===== config.mk =====
export PLATFORM = sky130hd
export DESIGN_NAME = crse_basis
export DESIGN_NICKNAME = d
export VERILOG_FILES = /design/src/hw/rtl/crse_pkg.sv /design/src/hw/rtl/crse_basis.sv
export SDC_FILE = /design/constraint.sdc
export NUM_CORES = 1
export LEC_CHECK = 0
export BUFFER_PORTS_ARGS = -buffer_cell sky130_fd_sc_hd__buf_4
export CORE_MARGIN = 2
export CORE_UTILIZATION = 70
export DETAILED_ROUTE_END_ITERATION = 16
export PLACE_DENSITY = 0.95
export SLEW_MARGIN = 15
export SYNTH_ARGS = -nofsm -noshare
export SYNTH_HDL_FRONTEND = slang
export SYNTH_SLANG_ARGS = --single-unit

===== constraint.sdc =====
create_clock -name clk -period 12.9 [get_ports clk]
set_input_delay 2.58 -clock clk [delete_from_list [all_inputs] [get_ports clk]]
set_output_delay 2.58 -clock clk [all_outputs]
set_load 0.1 [all_outputs]

===== src/hw/rtl/crse_pkg.sv =====
package crse_pkg;

    // Fixed widths of the payload fields that do not follow a parameter.
    localparam int T_PARAM_WIDTH = 16;
    localparam int AXIS_WIDTH    = 2;

    // Register stages from the input to the output register.
    localparam int NUM_STAGES = 7;

    // Load enables for the three stages of the basis weight unit.
    typedef struct packed {
        logic t_sq;
        logic t_cube;
        logic weight;
    } crse_basis_ld_t;

endpackage


===== src/hw/rtl/crse_basis.sv =====
// Three-stage unit that forms t squared, t cubed and the four doubled
// Catmull-Rom basis weights with T_FRAC_BITS fraction bits.
module crse_basis #(
    parameter int T_FRAC_BITS = 15
) (
    input  logic                                clk,
    input  crse_pkg::crse_basis_ld_t            ld,
    input  logic [crse_pkg::T_PARAM_WIDTH-1:0]  t_param,
    output logic signed [T_FRAC_BITS+3:0]       weight [4]
);
    import crse_pkg::*;

    // The clamped parameter never exceeds one, so it fits in F+1 bits.
    localparam int TW  = T_FRAC_BITS + 1;
    localparam int TXW = (T_PARAM_WIDTH > TW) ? T_PARAM_WIDTH : TW;
    localparam int WW  = T_FRAC_BITS + 4;

    localparam logic [TXW-1:0]         ONE_X    = TXW'(1) << T_FRAC_BITS;
    localparam logic [2*TW-1:0]        HALF     = (2*TW)'(1) << (T_FRAC_BITS - 1);
    localparam logic signed [WW-1:0]   TWO_ONES = WW'(1) <<< (T_FRAC_BITS + 1);

    logic [TXW-1:0]   t_ext;
    logic [TW-1:0]    t_clamp;
    logic [2*TW-1:0]  sq_round;
    logic [2*TW-1:0]  cu_round;

    logic [TW-1:0]    t_s0_reg;
    logic [TW-1:0]    t2_s0_reg;
    logic [TW-1:0]    t_s1_reg;
    logic [TW-1:0]    t2_s1_reg;
    logic [TW-1:0]    t3_s1_reg;

    logic signed [WW-1:0] t_w;
    logic signed [WW-1:0] t2_w;
    logic signed [WW-1:0] t3_w;
    logic signed [WW-1:0] weight_next [4];
    logic signed [WW-1:0] weight_reg  [4];

    // Clamp the parameter to one and square it, rounding half up.
    always_comb
    begin
        t_ext    = TXW'(t_param);
        t_clamp  = (t_ext > ONE_X) ? ONE_X[TW-1:0] : t_ext[TW-1:0];
        sq_round = t_clamp * t_clamp + HALF;
    end

    always_ff @(posedge clk)
    begin
        if (ld.t_sq)
        begin
            t_s0_reg  <= t_clamp;
            t2_s0_reg <= sq_round[T_FRAC_BITS +: TW];
        end
    end

    // Cube from the rounded square, again rounding half up.
    assign cu_round = t2_s0_reg * t_s0_reg + HALF;

    always_ff @(posedge clk)
    begin
        if (ld.t_cube)
        begin
            t_s1_reg  <= t_s0_reg;
            t2_s1_reg <= t2_s0_reg;
            t3_s1_reg <= cu_round[T_FRAC_BITS +: TW];
        end
    end

    // Doubled basis weights, built from shifts and adds.
    always_comb
    begin
        t_w  = $signed({3'b000, t_s1_reg});
        t2_w = $signed({3'b000, t2_s1_reg});
        t3_w = $signed({3'b000, t3_s1_reg});
        weight_next[0] = (t2_w <<< 1) - t3_w - t_w;
        weight_next[1] = (t3_w <<< 1) + t3_w - (t2_w <<< 2) - t2_w + TWO_ONES;
        weight_next[2] = (t2_w <<< 2) + t_w - (t3_w <<< 1) - t3_w;
        weight_next[3] = t3_w - t2_w;
    end

    always_ff @(posedge clk)
    begin
        if (ld.weight)
        begin
            for (int i = 0; i < 4; i++)
            begin
                weight_reg[i] <= weight_next[i];
            end
        end
    end

    assign weight = weight_reg;

endmodule


# Word level (Yosys, flattened, before mapping)
# Cells that the tools add are included.
[word_totals]
reg_bits = 156
input_bits = 20
output_inout_bits = 76
word_cells = 25
[op_classes]
add_sub_neg = 12
mul = 2
magnitude_cmp = 1
n_mux = 1
[ops]
columns = ["op", "count"]
rows = [
  ["$add 31x15->31 const B", 2],
  ["$mul 16x16->31", 2],
  ["$sub 19x17->19", 2],
  ["$add 18x16->19", 1],
  ["$add 19x18->19 const B", 1],
  ["$sub 18x17->19", 1],
  ["$sub 18x18->19", 1],
  ["$sub 19x18->19", 1],
  ["$add 17x16->18", 1],
  ["$sub 17x16->18", 1],
  ["$sub 16x16->17", 1],
  ["$gt 16x16->1 const B", 1],
  ["$mux 16", 1],
]

# Logic depth before layout (Yosys ltp)
[depth]
ltp_word = 4
mapped_depth = 29
depth_no_buf = 27

# Least setup slack after synthesis
# OpenSTA, ideal clock, no wires.
[synth_path]
kind = "input-to-reg"
startpoint = "in t_param[0] (netlist name)"
endpoint = "reg t2_s0_reg[15] (data pin)"
setup_ns = 0.260
t_arrival_ns = 8.616
setup_slack_ns = 4.024
stages = 24
cell_sequence = "clkbuf_1 -> nor4_1 -> a41oi_1 -> nor2b_1 -> clkbuf_1 -> nand2_1 -> fa_1 -> fa_1 -> fa_1 -> inv_1 -> fa_1 -> fa_1 -> inv_1 -> fa_1 -> inv_1 -> ha_1 -> or3_1 -> o211ai_1 -> o221ai_2 -> o211ai_2 -> o31ai_2 -> a211o_1 -> a21oi_1 -> xnor2_1"
[synth_between]
elab_chain_len = 4
[synth_rtl]
columns = ["item", "line_no", "rtl"]
rows = [
  ["from (decl)", "crse_basis.sv:8", "input logic [crse_pkg::T_PARAM_WIDTH-1:0] t_param,"],
  ["$gt 16x16->1", "crse_basis.sv:43", "t_clamp = (t_ext > ONE_X) ? ONE_X[TW-1:0] : t_ext[TW-1:0];"],
  ["$mux 16", "crse_basis.sv:43", ""],
  ["net t_clamp[11]", "crse_basis.sv:23", "logic [TW-1:0] t_clamp;"],
  ["$mul 16x16->31", "crse_basis.sv:44", "sq_round = t_clamp * t_clamp + HALF;"],
  ["$add 31x15->31", "crse_basis.sv:44", ""],
  ["net sq_round[30]", "crse_basis.sv:24", "logic [2*TW-1:0] sq_round;"],
  ["to (signal assigned)", "crse_basis.sv:52", "t2_s0_reg <= sq_round[T_FRAC_BITS +: TW];"],
  ["to (decl)", "crse_basis.sv:28", "logic [TW-1:0] t2_s0_reg;"],
]
# The timed path passes the listed nets, and every way through them passes these cells.
# A chain may end at the register's enable or synchronous reset.

# Final worst setup path
[layout_path]
startpoint = "in t_param[13] (netlist name)"
endpoint = "reg t2_s0_reg[13] (data pin)"
[layout_between]
elab_chain_len = 4
[layout_rtl]
columns = ["item", "line_no"]
rows = [
  ["$gt 16x16->1", "crse_basis.sv:43"],
  ["$mux 16 *", "crse_basis.sv:43"],
  ["$mul 16x16->31 *", "crse_basis.sv:44"],
  ["$add 31x15->31 *", "crse_basis.sv:44"],
  ["net sq_round[28]", "crse_basis.sv:24"],
]
# Mark *: on every way through the listed nets, which the timed path passes. The rest lies on a longest branch.

==> results.py <==
metrics = {
    "outcome": {
        "status": "finished clean",
    },
    "yosys": {
        "ys_warn_count": 0,
        "syn_avg_cell_area_um2": 10.07,
        "syn_area_um2": 24310,
        "synth-main-ff-cell": "edfxtp_1",
        "seq_area_frac_synth_pct": 18.78,
        "synth-edff-count": 152,
        "synth_async_sr_flop_share_pct": 0,
        "ys_ff_latch": 152,
        "yosysUniqueCellTypes": 61,
        "synthCells": 2414,
    },
    "setup_path": {
        "critical_path_class": "in2reg",
        "worst_ep_arrival_time_ps": 10000,
        "critPathMaxFanout": 12,
        "critPathLaunch": "t_param[13]",
        "reg2regPathDepth": 22,
        "startpoint_type": "primary input",
        "required_ps": 13090,
        "timing.rr.start": "t2_s0_reg[6]$_DFFE_PP_",
        "reg2reg_slack_ps": 5940,
        "r2r-end": "t3_s1_reg[7]$_DFFE_PP_",
        "crit_path_end_kind": "flop",
    },
    "detailed_routing": {
        "wl_per_cell_um": 20.02,
        "wl_mm": 59.25,
        "drtAntennaViolNets": 0,
        "drtIter0Drc": 1438,
        "viasPerCell": 6.040,
        "num_vias": 17880,
        "drc": 0,
        "drt_pass1_iterations": 7,
    },
    "floorplanning": {
        "ios": 96,
        "start_util_pct": 70.73,
        "die_area_um2": 36240,
        "num_rows": 68,
        "dieWidth_um": 190.4,
        "core_area_um2": 34370,
        "die_h_um": 190.4,
    },
    "clock_network": {
        "numCtsBuffers": 17,
        "clk_pin_slew_ps": 70,
        "cts_resized": 0,
        "cts_tree": "built",
        "clk_path_buf_depth": 2,
        "cts_setup_buffers": 0,
        "hold_buffers": 0,
        "clock_sinks": 152,
        "cts-root-buf": "clkbuf_16",
        "h-tree-depth": 4,
        "clk_latency_ps": 450,
    },
    "grt": {
        "grt_pass1_wl_mm": 98.39,
        "grt_use_total_pct": 35.00,
        "grt_pass1_vias": 20300,
        "antenna_found_initial": 0,
        "grt_max_degree": 73,
        "overflow": 0,
    },
    "timing": {
        "period_needed_ps": 9804,
        "drv_slew": 0,
        "worst_slew_pin_slew_ps": 974.9,
        "rsz0062_at_grt": "false",
        "setup_violations": 0,
        "relSlewSlack_pct": 34.87,
        "fin_crit_sh_pct": 76.00,
        "max_freq_mhz": 102.0,
        "skew_ps": 18.92,
        "tns_ps": 0,
        "finalHoldViolCount": 0,
    },
    "run": {
        "cap_violations": 0,
    },
    "finish": {
        "syn2layout_area_growth_pct": 7.138,
        "num_antenna_cells": 0,
        "largest_reg_flops": 72,
        "drive_gt1_share_pct": 5.868,
        "finalNetCount": 3228,
    },
    "min_path": {
        "hold_class": "reg2reg",
        "hold_path_depth": 2,
        "hold_start": "t_s1_reg[1]$_DFFE_PP_",
        "whs_endpoint": "weight[58]$_DFFE_PP_",
    },
    "placed_design": {
        "gp_congestion": 0.9016,
        "io_buffers": 95,
        "dp_hpwl_mm": 45.36,
    },
}
[how the worst max path moves through the flow]
| stage | to | slack (ps) | cells past startpoint |
|---|---|---|---|
| after floorplan | t2_s0_reg[15]$_DFFE_PP_ | 4020 | 24 |
| after global routing | t2_s0_reg[13]$_DFFE_PP_ | 2620 | 25 |
| after CTS | t2_s0_reg[13]$_DFFE_PP_ | 3050 | 25 |
| after global placement | t2_s0_reg[15]$_DFFE_PP_ | 2990 | 25 |
| after detailed placement | t2_s0_reg[13]$_DFFE_PP_ | 2620 | 25 |
| final | t2_s0_reg[13]$_DFFE_PP_ | 3100 | 25 |
[cell families (layout without fill, tap and decap cells)]
family | after synthesis | count (layout) | synth area share [%]
DFF | 152 | 152 | 18.78
buffers and inverters | 618 | 690 | 9.604
and+or+nand+nor | 595 | 595 | 11.67
other | 2 | 21 | 0.03089
adders and majority gates | 716 | 716 | 49.73
xor gates and xnor gates | 108 | 108 | 3.891
muxes | 1 | 1 | 0.04632
AOI/OAI and AO/OA | 222 | 222 | 6.253
[placed cells by master (no fill, tap or decap), types with 21 or more instances in the layout]
cell type / Yosys / layout
xor2_1: 27 / 27
buf_4: 4 / 98
fa_1: 417 / 417
o21ai_0: 32 / 32
inv_1: 560 / 560
xnor2_1: 81 / 81
ha_1: 299 / 299
and2_1: 140 / 140
edfxtp_1: 152 / 152
nand3_1: 28 / 28
nor2b_1: 26 / 26
nor3_1: 23 / 23
a21oi_1: 71 / 71
nand2_1: 265 / 265
conb_1: 2 / 21
a21o_1: 24 / 24
nor2_1: 66 / 66
[worst max-delay path, stage by stage]
cell	delay, ps
buf_4	120
nor4_1	450
a41oi_1	290
nor2b_1	820
nand2_1	220
fa_1	570
inv_1	50
fa_1	500
inv_1	60
fa_1	530
inv_1	50
fa_1	390
fa_1	530
inv_1	50
fa_1	490
inv_1	50
ha_1	330
nand4_1	140
or3_1	400
o221ai_2	310
o211ai_2	230
o31ai_2	350
a21o_1	220
a21oi_1	90
xnor2_1	140
[layer usage]
metal,up-vias,wire length (µm),global-route usage (%)
met5,-,0,0
met4,0,3664,19.92
li1,7645,-,-
met3,365,5123,5.926
met2,1113,29980,61.93
met1,8756,20480,40.29
[layout make-up]
class,count,area (µm²)
clock buffers,17,425.4
inverters,560,2102
flip-flops and latches,152,4564
clock inverters,15,166.4
fillers,2011,8327
repair buffers,98,735.7
multi-input cells,1663,17480
well taps,455,569.3
[metrics by stage]
step | utilization, % | std cells | setup slack, ps | hold slack (ps) | instance area [µm²]
floorplan | - | 2433 | 4024 | 506.0 | 24380
global placement | 74.05 | 2928 | 2985 | 784.6 | 25450
detailed placement | 74.05 | 2928 | 2619 | 793.9 | 25450
CTS | 75.78 | 2960 | 3048 | 807.7 | 26050
global route | 75.78 | 2960 | 2617 | 852.3 | 26050
finish | 75.78 | 2960 | 3096 | 808.2 | 26050
[cells in the mapped netlist (all sizes together), types with 24 or more instances]
master,instances,area (µm²)
nand3,28,140.1
o21ai,35,182.7
a21oi,72,364.1
and2,140,875.8
nand2,265,994.7
edfxtp,152,4564
a21o,24,180.2
clkbuf,54,202.7
fa,417,8348
nor2,66,247.7
xor2,27,236.5
xnor2,81,709.4
inv,560,2102
nor2b,26,162.7
ha,299,3741
Power is not shown: default switching activity piles up to over one toggle a cycle in this logic, so the estimate is an artifact.
